<file path="src/ple_pkg.sv">
package ple_pkg;

   localparam int CAPACITY = 16;
   localparam int IDX_W    = $clog2(CAPACITY);

   localparam int VALUE_W  = 32;
   localparam int KIND_W   = 2;
   localparam int POS_W    = 5;
   localparam int STATUS_W = 2;
   localparam int COUNT_W  = 5;

   localparam logic [KIND_W-1:0] KIND_INSERT   = 2'd0;
   localparam logic [KIND_W-1:0] KIND_DELETE   = 2'd1;
   localparam logic [KIND_W-1:0] KIND_RETRIEVE = 2'd2;
   localparam logic [KIND_W-1:0] KIND_REPLACE  = 2'd3;

   localparam logic [STATUS_W-1:0] ST_OK    = 2'd0;
   localparam logic [STATUS_W-1:0] ST_RANGE = 2'd1;
   localparam logic [STATUS_W-1:0] ST_FULL  = 2'd2;

   typedef struct packed {
      logic [KIND_W-1:0]         kind;
      logic [POS_W-1:0]          position;
      logic signed [VALUE_W-1:0] value_in;
   } req_type;

   typedef struct packed {
      logic signed [VALUE_W-1:0] value_out;
      logic [STATUS_W-1:0]       status;
      logic [COUNT_W-1:0]        count;
      logic                      empty_res;
   } rsp_type;

   typedef struct packed {
      logic               we;
      logic [IDX_W-1:0]   waddr;
      logic [VALUE_W-1:0] wdata;
      logic [IDX_W-1:0]   raddr;
   } mem_req_type;

endpackage

</file>
<file path="src/ple_ram.sv">
module ple_ram #(
   parameter int WIDTH = 32,
   parameter int DEPTH = 16
) (
   input  logic                     clock,
   input  logic                     we,
   input  logic [$clog2(DEPTH)-1:0] waddr,
   input  logic [WIDTH-1:0]         wdata,
   input  logic [$clog2(DEPTH)-1:0] raddr,
   output logic [WIDTH-1:0]         rdata
);

   logic [WIDTH-1:0] mem [DEPTH];
   logic [WIDTH-1:0] rdata_ff;

   always_ff @(posedge clock) begin
      if (we) begin
         mem[waddr] <= wdata;
      end
      rdata_ff <= mem[raddr];
   end

   assign rdata = rdata_ff;

endmodule

</file>
<file path="src/ple_ctrl.sv">
module ple_ctrl (
   input  logic                         clock,
   input  logic                         reset,
   input  logic                         start,
   output logic                         busy,
   input  ple_pkg::req_type             req_item,
   output logic                         rsp_valid,
   output ple_pkg::rsp_type             rsp_item,
   output ple_pkg::mem_req_type         mem_req,
   input  logic [ple_pkg::VALUE_W-1:0]  mem_rdata
);

   import ple_pkg::*;

   typedef enum logic [2:0] {
      S_IDLE,
      S_READ,
      S_INS_SHIFT,
      S_INS_LAST,
      S_DEL_HEAD,
      S_DEL_SHIFT
   } state_type;

   localparam logic [COUNT_W-1:0] CAP_COUNT = COUNT_W'(CAPACITY);

   state_type          state_ff, state_in;
   logic [IDX_W-1:0]   pos_ff, pos_in;
   logic [IDX_W-1:0]   idx_ff, idx_in;
   logic [VALUE_W-1:0] val_ff, val_in;
   logic [COUNT_W-1:0] count_ff, count_in;
   logic               rsp_valid_ff, rsp_valid_in;
   rsp_type            rsp_ff, rsp_in;

   logic [COUNT_W-1:0] count_dec;
   logic [COUNT_W-1:0] count_inc;
   logic [IDX_W-1:0]   req_idx;
   logic [IDX_W-1:0]   last_idx;

   assign count_dec = count_ff - COUNT_W'(1);
   assign count_inc = count_ff + COUNT_W'(1);
   assign req_idx   = req_item.position[IDX_W-1:0];
   assign last_idx  = count_dec[IDX_W-1:0];

   always_comb begin
      state_in     = state_ff;
      pos_in       = pos_ff;
      idx_in       = idx_ff;
      val_in       = val_ff;
      count_in     = count_ff;
      rsp_valid_in = 1'b0;
      rsp_in       = rsp_ff;
      mem_req      = '0;
      mem_req.raddr = idx_ff;

      unique case (state_ff)
         S_IDLE: begin
            if (start) begin
               pos_in = req_idx;
               val_in = req_item.value_in;
               if (req_item.kind == KIND_INSERT) begin
                  priority if (req_item.position > count_ff) begin
                     rsp_valid_in     = 1'b1;
                     rsp_in.value_out = '0;
                     rsp_in.status    = ST_RANGE;
                  end else if (count_ff >= CAP_COUNT) begin
                     rsp_valid_in     = 1'b1;
                     rsp_in.value_out = '0;
                     rsp_in.status    = ST_FULL;
                  end else if (req_item.position == count_ff) begin
                     // append: nothing to move
                     mem_req.we       = 1'b1;
                     mem_req.waddr    = req_idx;
                     mem_req.wdata    = req_item.value_in;
                     count_in         = count_inc;
                     rsp_valid_in     = 1'b1;
                     rsp_in.value_out = '0;
                     rsp_in.status    = ST_OK;
                  end else begin
                     mem_req.raddr = last_idx;
                     idx_in        = last_idx;
                     state_in      = S_INS_SHIFT;
                  end
               end else if (req_item.position >= count_ff) begin
                  rsp_valid_in     = 1'b1;
                  rsp_in.value_out = '0;
                  rsp_in.status    = ST_RANGE;
               end else begin
                  unique case (req_item.kind)
                     KIND_DELETE: begin
                        mem_req.raddr = req_idx;
                        state_in      = S_DEL_HEAD;
                     end
                     KIND_RETRIEVE: begin
                        mem_req.raddr = req_idx;
                        state_in      = S_READ;
                     end
                     default: begin
                        mem_req.we       = 1'b1;
                        mem_req.waddr    = req_idx;
                        mem_req.wdata    = req_item.value_in;
                        rsp_valid_in     = 1'b1;
                        rsp_in.value_out = '0;
                        rsp_in.status    = ST_OK;
                     end
                  endcase
               end
            end
         end

         S_READ: begin
            rsp_valid_in     = 1'b1;
            rsp_in.value_out = mem_rdata;
            rsp_in.status    = ST_OK;
            state_in         = S_IDLE;
         end

         // walk from the tail down, moving each entry one place up
         S_INS_SHIFT: begin
            mem_req.we    = 1'b1;
            mem_req.waddr = idx_ff + IDX_W'(1);
            mem_req.wdata = mem_rdata;
            if (idx_ff == pos_ff) begin
               state_in = S_INS_LAST;
            end else begin
               mem_req.raddr = idx_ff - IDX_W'(1);
               idx_in        = idx_ff - IDX_W'(1);
            end
         end

         S_INS_LAST: begin
            mem_req.we       = 1'b1;
            mem_req.waddr    = pos_ff;
            mem_req.wdata    = val_ff;
            count_in         = count_inc;
            rsp_valid_in     = 1'b1;
            rsp_in.value_out = '0;
            rsp_in.status    = ST_OK;
            state_in         = S_IDLE;
         end

         S_DEL_HEAD: begin
            val_in = mem_rdata;
            if (pos_ff == last_idx) begin
               count_in         = count_dec;
               rsp_valid_in     = 1'b1;
               rsp_in.value_out = mem_rdata;
               rsp_in.status    = ST_OK;
               state_in         = S_IDLE;
            end else begin
               mem_req.raddr = pos_ff + IDX_W'(1);
               idx_in        = pos_ff + IDX_W'(1);
               state_in      = S_DEL_SHIFT;
            end
         end

         // close the gap: entry idx moves down one place
         S_DEL_SHIFT: begin
            mem_req.we    = 1'b1;
            mem_req.waddr = idx_ff - IDX_W'(1);
            mem_req.wdata = mem_rdata;
            if (idx_ff == last_idx) begin
               count_in         = count_dec;
               rsp_valid_in     = 1'b1;
               rsp_in.value_out = val_ff;
               rsp_in.status    = ST_OK;
               state_in         = S_IDLE;
            end else begin
               mem_req.raddr = idx_ff + IDX_W'(1);
               idx_in        = idx_ff + IDX_W'(1);
            end
         end

         default: begin
            state_in = S_IDLE;
         end
      endcase

      rsp_in.count     = count_in;
      rsp_in.empty_res = (count_in == '0);
   end

   always_ff @(posedge clock) begin
      if (reset) begin
         state_ff     <= S_IDLE;
         count_ff     <= '0;
         rsp_valid_ff <= 1'b0;
      end else begin
         state_ff     <= state_in;
         count_ff     <= count_in;
         rsp_valid_ff <= rsp_valid_in;
      end
      pos_ff <= pos_in;
      idx_ff <= idx_in;
      val_ff <= val_in;
      rsp_ff <= rsp_in;
   end

   assign busy      = (state_ff != S_IDLE);
   assign rsp_valid = rsp_valid_ff;
   assign rsp_item  = rsp_ff;

`ifndef ASSERT_OFF
   a_count_cap: assert property (@(posedge clock) disable iff (reset)
      count_ff <= CAP_COUNT)
      else $error("entry count above capacity");

   a_rsp_idle: assert property (@(posedge clock) disable iff (reset)
      rsp_valid_ff |-> (state_ff == S_IDLE))
      else $error("result strobe while still working");

   a_count_moves_with_rsp: assert property (@(posedge clock) disable iff (reset)
      (!$past(reset) && (count_ff != $past(count_ff))) |-> rsp_valid_ff)
      else $error("count changed without a result");

   a_write_in_list: assert property (@(posedge clock) disable iff (reset)
      mem_req.we |-> (COUNT_W'(mem_req.waddr) <= count_ff))
      else $error("write beyond the end of the list");

   a_rsp_count: assert property (@(posedge clock) disable iff (reset)
      rsp_valid_ff |-> (rsp_ff.count == count_ff))
      else $error("reported count differs from held count");
`endif

endmodule

</file>
<file path="src/positional_list_engine.sv">
// Channel   Ports                           Transfer
// request   start, busy, req_item           start high and busy low at a rising edge
// result    rsp_valid, rsp_item             rsp_valid high for one cycle, always taken
//
// A result appears in the cycle after the request finishes. Errors, replace and
// insert at the tail finish in the transfer cycle; retrieve keeps busy high
// while it reads, delete and insert while they shift the tail of the list,
// one memory entry moved per cycle through the single write port.
// Synchronous active-high reset empties the list; the stored entries keep their
// contents. The result side cannot stall.
module positional_list_engine (
   input  logic             clock,
   input  logic             reset,
   input  logic             start,
   output logic             busy,
   input  ple_pkg::req_type req_item,
   output logic             rsp_valid,
   output ple_pkg::rsp_type rsp_item
);

   import ple_pkg::*;

   mem_req_type        mem_req;
   logic [VALUE_W-1:0] mem_rdata;

   ple_ctrl u_ctrl (
      .clock     (clock),
      .reset     (reset),
      .start     (start),
      .busy      (busy),
      .req_item  (req_item),
      .rsp_valid (rsp_valid),
      .rsp_item  (rsp_item),
      .mem_req   (mem_req),
      .mem_rdata (mem_rdata)
   );

   ple_ram #(
      .WIDTH (VALUE_W),
      .DEPTH (CAPACITY)
   ) u_entries (
      .clock (clock),
      .we    (mem_req.we),
      .waddr (mem_req.waddr),
      .wdata (mem_req.wdata),
      .raddr (mem_req.raddr),
      .rdata (mem_rdata)
   );

endmodule
</file>
<file path="config.mk">
export PLATFORM = sky130hd
export DESIGN_NAME = positional_list_engine
export DESIGN_NICKNAME = d
export VERILOG_FILES = /design/src/ple_pkg.sv /design/src/ple_ram.sv /design/src/ple_ctrl.sv /design/src/positional_list_engine.sv
export SDC_FILE = /design/constraint.sdc
export NUM_CORES = 1
export LEC_CHECK = 0
export BUFFER_PORTS_ARGS = -buffer_cell sky130_fd_sc_hd__buf_2
export CORE_MARGIN = 3
export CORE_UTILIZATION = 50
export CTS_CLUSTER_SIZE = 30
export DETAILED_ROUTE_END_ITERATION = 10
export PLACE_DENSITY = 0.66
export SLEW_MARGIN = 10
export SYNTH_ARGS = -nofsm -noshare
export SYNTH_HDL_FRONTEND = slang
export SYNTH_SLANG_ARGS = --single-unit
</file>
<file path="constraint.sdc">
create_clock -name clock -period 6.3 [get_ports clock]
set_input_delay 0 -clock clock [delete_from_list [all_inputs] [get_ports clock]]
set_output_delay 0 -clock clock [all_outputs]
set_load 0.005 [all_outputs]
</file>
; Word-level counts from Yosys, hierarchy flattened
; Memory sizes are Yosys's and may differ from the RTL's. A register that Yosys moved wholly into a read port is not among the register bits.
; Cells that the tools add are included.
[word_totals]
n_memories = 1
out_inout_bits = 42
ram_bits = 512
register_bits = 89
word_cells = 120
[op_classes]
eq_ne = 25
n_reduce_logical = 14
add_sub_neg = 5
mux = 62
n_lt_le_gt_ge = 3
[memory_table]
columns = name, depth, word_bits, rd, rd_ports_with_merged_regs, write_ports, line
row1 = u_entries.mem, 16, 32, 1, 1, 1, ple_ram.sv:13  ; logic [WIDTH-1:0] mem [DEPTH];
[ops]
columns = operator, count
row1 = $mux W34, 9
row2 = $mux W41, 5
row3 = $pmux W34 S5, 1
row4 = $pmux W37 S4, 1
row5 = $mux W37, 2
row6 = $pmux W32 S2, 1
row7 = $mux W4, 9
row8 = $mux W5, 7
row9 = $mux W32, 1
row10 = $pmux W4 S4, 2
row11 = $mux W3, 9
row12 = $pmux W5 S4, 1
row13 = $eq A4 B4 Y1, 3
row14 = $pmux W3 S4, 1
row15 = $mux W1, 11
row16 = $ne A3 B3 Y1 const B, 3
row17 = $add A4 B1 Y4 const B, 2
row18 = $ne A2 B1 Y1 const B, 4
row19 = $reduce_and A8 Y1, 1
row20 = $eq A3 B2 Y1 const B, 2
row21 = $eq A3 B3 Y1 const B, 2
row22 = $ne A2 B2 Y1 const B, 3
row23 = $pmux W3 S2, 1
row24 = $reduce_and A6 Y1, 1
row25 = 25 further kinds, 27

; Logic depth before layout (Yosys ltp)
[logic_depth]
depth_word = 9
depth_mapped = 16
ltp_nobuf = 11

; Hierarchy
; A second synthesis with hierarchy kept.
[hier_totals]
hier_cells = 1413
area_unflattened_um2 = 25411.9
[by_module_without_submodules]
columns = mod, area_per_inst_um2, n_inst, seq_area_each_um2, cells_per_inst
row1 = ple_ram, 19835.3, 1, 16015.4, 838
row2 = ple_ctrl, 5576.6, 1, 2522.4, 575

; Worst setup path after synthesis
; No wires, ideal clock.
[synth_timing]
path_type = flip-flop to flip-flop
from = register u_ctrl.count_ff[2]
to = memory u_entries.mem[0][0] (enable)
required_time_ns = 5.839
setup_time_ns = 0.461
stages_incl_launch_ff = 12
n_path_buf = 2
slack_ns = 1.088
t_arrival_ns = 4.751
path_cell_list = dfxtp_1 -> buf_6 -> inv_1 -> ha_1 -> and3_1 -> a221oi_1 -> nand2_1 -> or3_1 -> a21oi_1 -> clkbuf_1 -> nor3_1 -> nor3_1
[synth_between]
elab_chain_cells = 9
[synth_lines]
columns = item, line
row1 = from (decl), ple_ctrl.sv:30  ; logic [COUNT_W-1:0] count_ff, count_in;
row2 = from (signal assigned), ple_ctrl.sv:189  ; count_ff <= count_in;
row3 = "parallel branches: the longest is 4 deep, another holds $ge A5 B5 Y1", -
row4 = $mux W41 *, ple_ctrl.sv:60  ; if (req_item.kind == KIND_INSERT) begin
row5 = $mux W41 *, ple_ctrl.sv:57  ; if (start) begin
row6 = $pmux W37 S4 *, ple_ctrl.sv:55  ; unique case (state_ff)
row7 = $mux W1, ple_ram.sv:17  ; if (we) begin
row8 = $mux W1 (not written as such), ple_ram.sv:18  ; mem[waddr] <= wdata;
row9 = to (decl), ple_ram.sv:13
; Mark *: on every way between the ends.

; Final worst setup path
[layout_timing]
from = register u_ctrl.count_ff[2]
to = memory u_entries.mem[12][15] (enable)
; The elaborated chain is that of the path after synthesis.

==> impl_metrics.py <==
metrics = {
    "power": {
        "p_total_uw": 10100,
        "max-vdd-ir-drop_mv": 0.219,
        "p_per_area_nw_per_um2": 327,
        "p_leak_uw": 0.0108,
    },
    "min_path": {
        "worstHoldPathCells": 5,
        "worstHoldStart": "req_item[38]",
        "hp-class": "input pin to flop",
    },
    "setup_path": {
        "cp-start-kind": "flop",
        "ff2ff_path_depth": 11,
        "cp.arrival_ps": 5300,
        "crit_type": "flop to flop",
        "crit_fanout": 32,
        "cp.required_ps": 6510,
        "r2r-start": "u_ctrl.count_ff[2]$_SDFF_PP0_",
        "end_kind": "flop",
        "cp-startpoint": "u_ctrl.count_ff[2]$_SDFF_PP0_",
    },
    "global_routing": {
        "grt_pass1_vias": 18800,
        "grt_max_degree": 104,
        "overflow": 0,
        "grt_antenna_before_repair": 0,
        "track_usage_pct": 27.6,
        "grt_pass1_wl_um": 118000,
    },
    "clock_tree": {
        "path_clk_slew_ps": 60,
        "cts_resized": 0,
        "cts_buffers": 66,
        "clock_latency_ps": 600,
        "cts_tree": "done",
        "holdBufCountCts": 38,
        "cts_buffer_depth": 3,
        "cts_root_buf": "clkbuf_16",
        "clkSinkCount": 633,
        "h-tree-depth": 3,
        "cts_setup_buffers": 0,
    },
    "routing": {
        "drc": 0,
        "vias": 19100,
        "wl_um": 78900,
        "wire_per_inst_um": 27.0,
        "ant_nets": 0,
        "dr.pass1.iters": 9,
        "via_per_inst": 6.53,
        "drtIter0Drc": 2342,
    },
    "flow_run": {
        "cap_violations": 0,
    },
    "logic_synthesis": {
        "ys_types": 71,
        "synth-edff-count": 586,
        "yosysTopAreaCellShare_pct": 65.4,
        "ys.warnings.count": 0,
        "yosysTopAreaCell": "edfxtp_1",
        "synthArstFlopShare_pct": 0,
        "synth_top_cells_by_area": "edfxtp_1 65%, nand2_1 4.4%, dfxtp_1 3.5%",
        "yosysMostFrequentCell": "edfxtp_1",
        "yosysSeqAreaShare_pct": 68.9,
        "synth_flop_cell": "edfxtp_1",
        "synthTopCellsByCount": "586 x edfxtp_1, 318 x nand2_1, 127 x clkbuf_1, 127 x nand4_1, 112 x o21ai_0",
        "synth_area_um2": 26900,
        "synthCells": 2127,
        "syn_nets": 2183,
        "avgSynthCellArea_um2": 12.7,
        "ys_seq_elements": 633,
    },
    "layout": {
        "n_antenna_cell": 0,
        "drive_gt1_share_pct": 12.3,
        "nets": 2239,
        "synthToLayoutAreaGrowth_pct": 14.3,
    },
    "sta": {
        "hold_viol": 0,
        "relSlewSlack_pct": 21.3,
        "finalCritPeriodShare_pct": 80.9,
        "tns_ps": 0,
        "fin_skew_ps": 21.6,
        "rsz0062_at_grt": "no",
        "fin_ws_ps": 1210,
        "setup_viol": 0,
        "finalCriticalPeriod_ps": 5090,
        "worstMarginPinSlew_ps": 1180,
        "clock.fmax_mhz": 196,
        "maxSlewViolCount": 0,
    },
    "placed_design": {
        "place_congestion": 0.922,
        "dpl_worst_slack_ps": 1240,
        "port_buffers": 83,
        "dp_hpwl_um": 45800,
    },
    "floorplanning": {
        "ios": 84,
        "die_x_um": 238,
        "placementRows": 84,
        "core_um2": 52900,
        "start_util_pct": 50.9,
        "dieHeight_um": 238,
        "die_area_um2": 56700,
    },
    "run_status": {
        "outcome": "finished, final reports clean",
    },
}
[cell usage in the layout, fill, tap and decap left out, drive strengths merged, types with 6 or more instances in the layout]
| cell | netlist | routed |
|---|---|---|
| nand2b | 8 | 8 |
| a31oi | 36 | 36 |
| buf | 52 | 129 |
| ha | 14 | 14 |
| nand4 | 127 | 127 |
| inv | 81 | 83 |
| clkbuf | 127 | 95 |
| a22o | 33 | 33 |
| nor2b | 14 | 14 |
| a222oi | 34 | 34 |
| nor2 | 42 | 42 |
| nand3 | 74 | 74 |
| dlygate4sd3 | 0 | 38 |
| nand3b | 36 | 36 |
| or3 | 67 | 67 |
| clkinv | 0 | 11 |
| nor3 | 44 | 44 |
| o31ai | 34 | 34 |
| xor2 | 8 | 8 |
| o32ai | 31 | 31 |
| a21oi | 44 | 44 |
| edfxtp | 586 | 586 |
| bufinv | 0 | 9 |
| a221o | 6 | 6 |
| a32oi | 31 | 31 |
| o21ai | 116 | 116 |
| dfxtp | 47 | 47 |
| nand2 | 318 | 318 |
| xnor2 | 12 | 12 |
| nor4 | 33 | 33 |
[state kept, by name (all words and copies together), names as in the netlist]
name	cells
u_ctrl.val_ff	32
u_ctrl.rsp_item	40
u_entries.rdata	32
u_ctrl.pos_ff	4
u_ctrl.state_ff	3
u_ctrl.idx_ff	4
u_ctrl.count_ff	5
u_entries.mem	512
u_ctrl.rsp_valid	1
[critical path, cell delays in order (launching register included)]
cell      delay (ps)
dfxtp_1          650
inv_1            100
ha_1             320
and3_1           200
a221oi_1         650
nand2_1          220
or3_1            410
a21oi_4          390
buf_4            320
a221o_1          230
nand2_1          250
nor2_4           910
[where the power goes]
part / internal (µW) / switching (µW)
Sequential: 4770 / 145
Combinational: 326 / 785
Clock: 2450 / 1590
Total: 7550 / 2520
[routing by layer]
metal / global-route usage [%] / up-vias / share of wire [%]
li1: - / 8312 / -
met1: 37.9 / 9521 / 40
met2: 43.5 / 1073 / 46
met3: 6.78 / 154 / 11
met4: 9.55 / 0 / 2.7
met5: 0 / - / 0
[stage by stage]
stage	cells	hold WS, ps	instance area [µm²]	utilization, %
global route	2921	102	30800	58.2
finish	2921	97.9	30800	58.2
floorplan	2127	98.9	26900	-
detailed placement	2765	267	28100	53.2
CTS	2921	67.4	30800	58.2
global placement	2765	269	28100	53.2
[final timing paths]
| check | slack [ps] | endpoint |
|---|---|---|
| max reg2reg | 1210 | u_entries.mem[12][15]$_DFFE_PP_ |
| min reg2reg | 550 | u_ctrl.val_ff[24]$_DFFE_PP_ |
| min | 100 | u_ctrl.state_ff[2]$_SDFFE_PP0P_ |
| max | 1210 | u_entries.mem[12][15]$_DFFE_PP_ |
[cell families (layout without fill, tap and decap cells)]
logic type                 Yosys count  after routing  synth area share (%)
and+or+nand+nor                    785            785                  14.7
DFF                                633            633                  68.9
AOI/OAI and AO/OA                  409            409                  10.8
buffers and inverters              260            366                  3.94
xor gates and xnor gates            22             22                 0.846
adders and majority gates           14             14                 0.651
muxes                                4              4                 0.153
[area by class of cell]
cell class / instances / area [µm²]
Clock buffer: 95 / 1870
Clock inverter: 23 / 380
Fill cell: 4159 / 22100
Inverter: 81 / 304
Multi-Input combinational cell: 1234 / 7580
Sequential cell: 633 / 18500
Tap cell: 688 / 861
Timing Repair Buffer: 167 / 1230
Note: power is estimated with default switching activity, not from simulation.
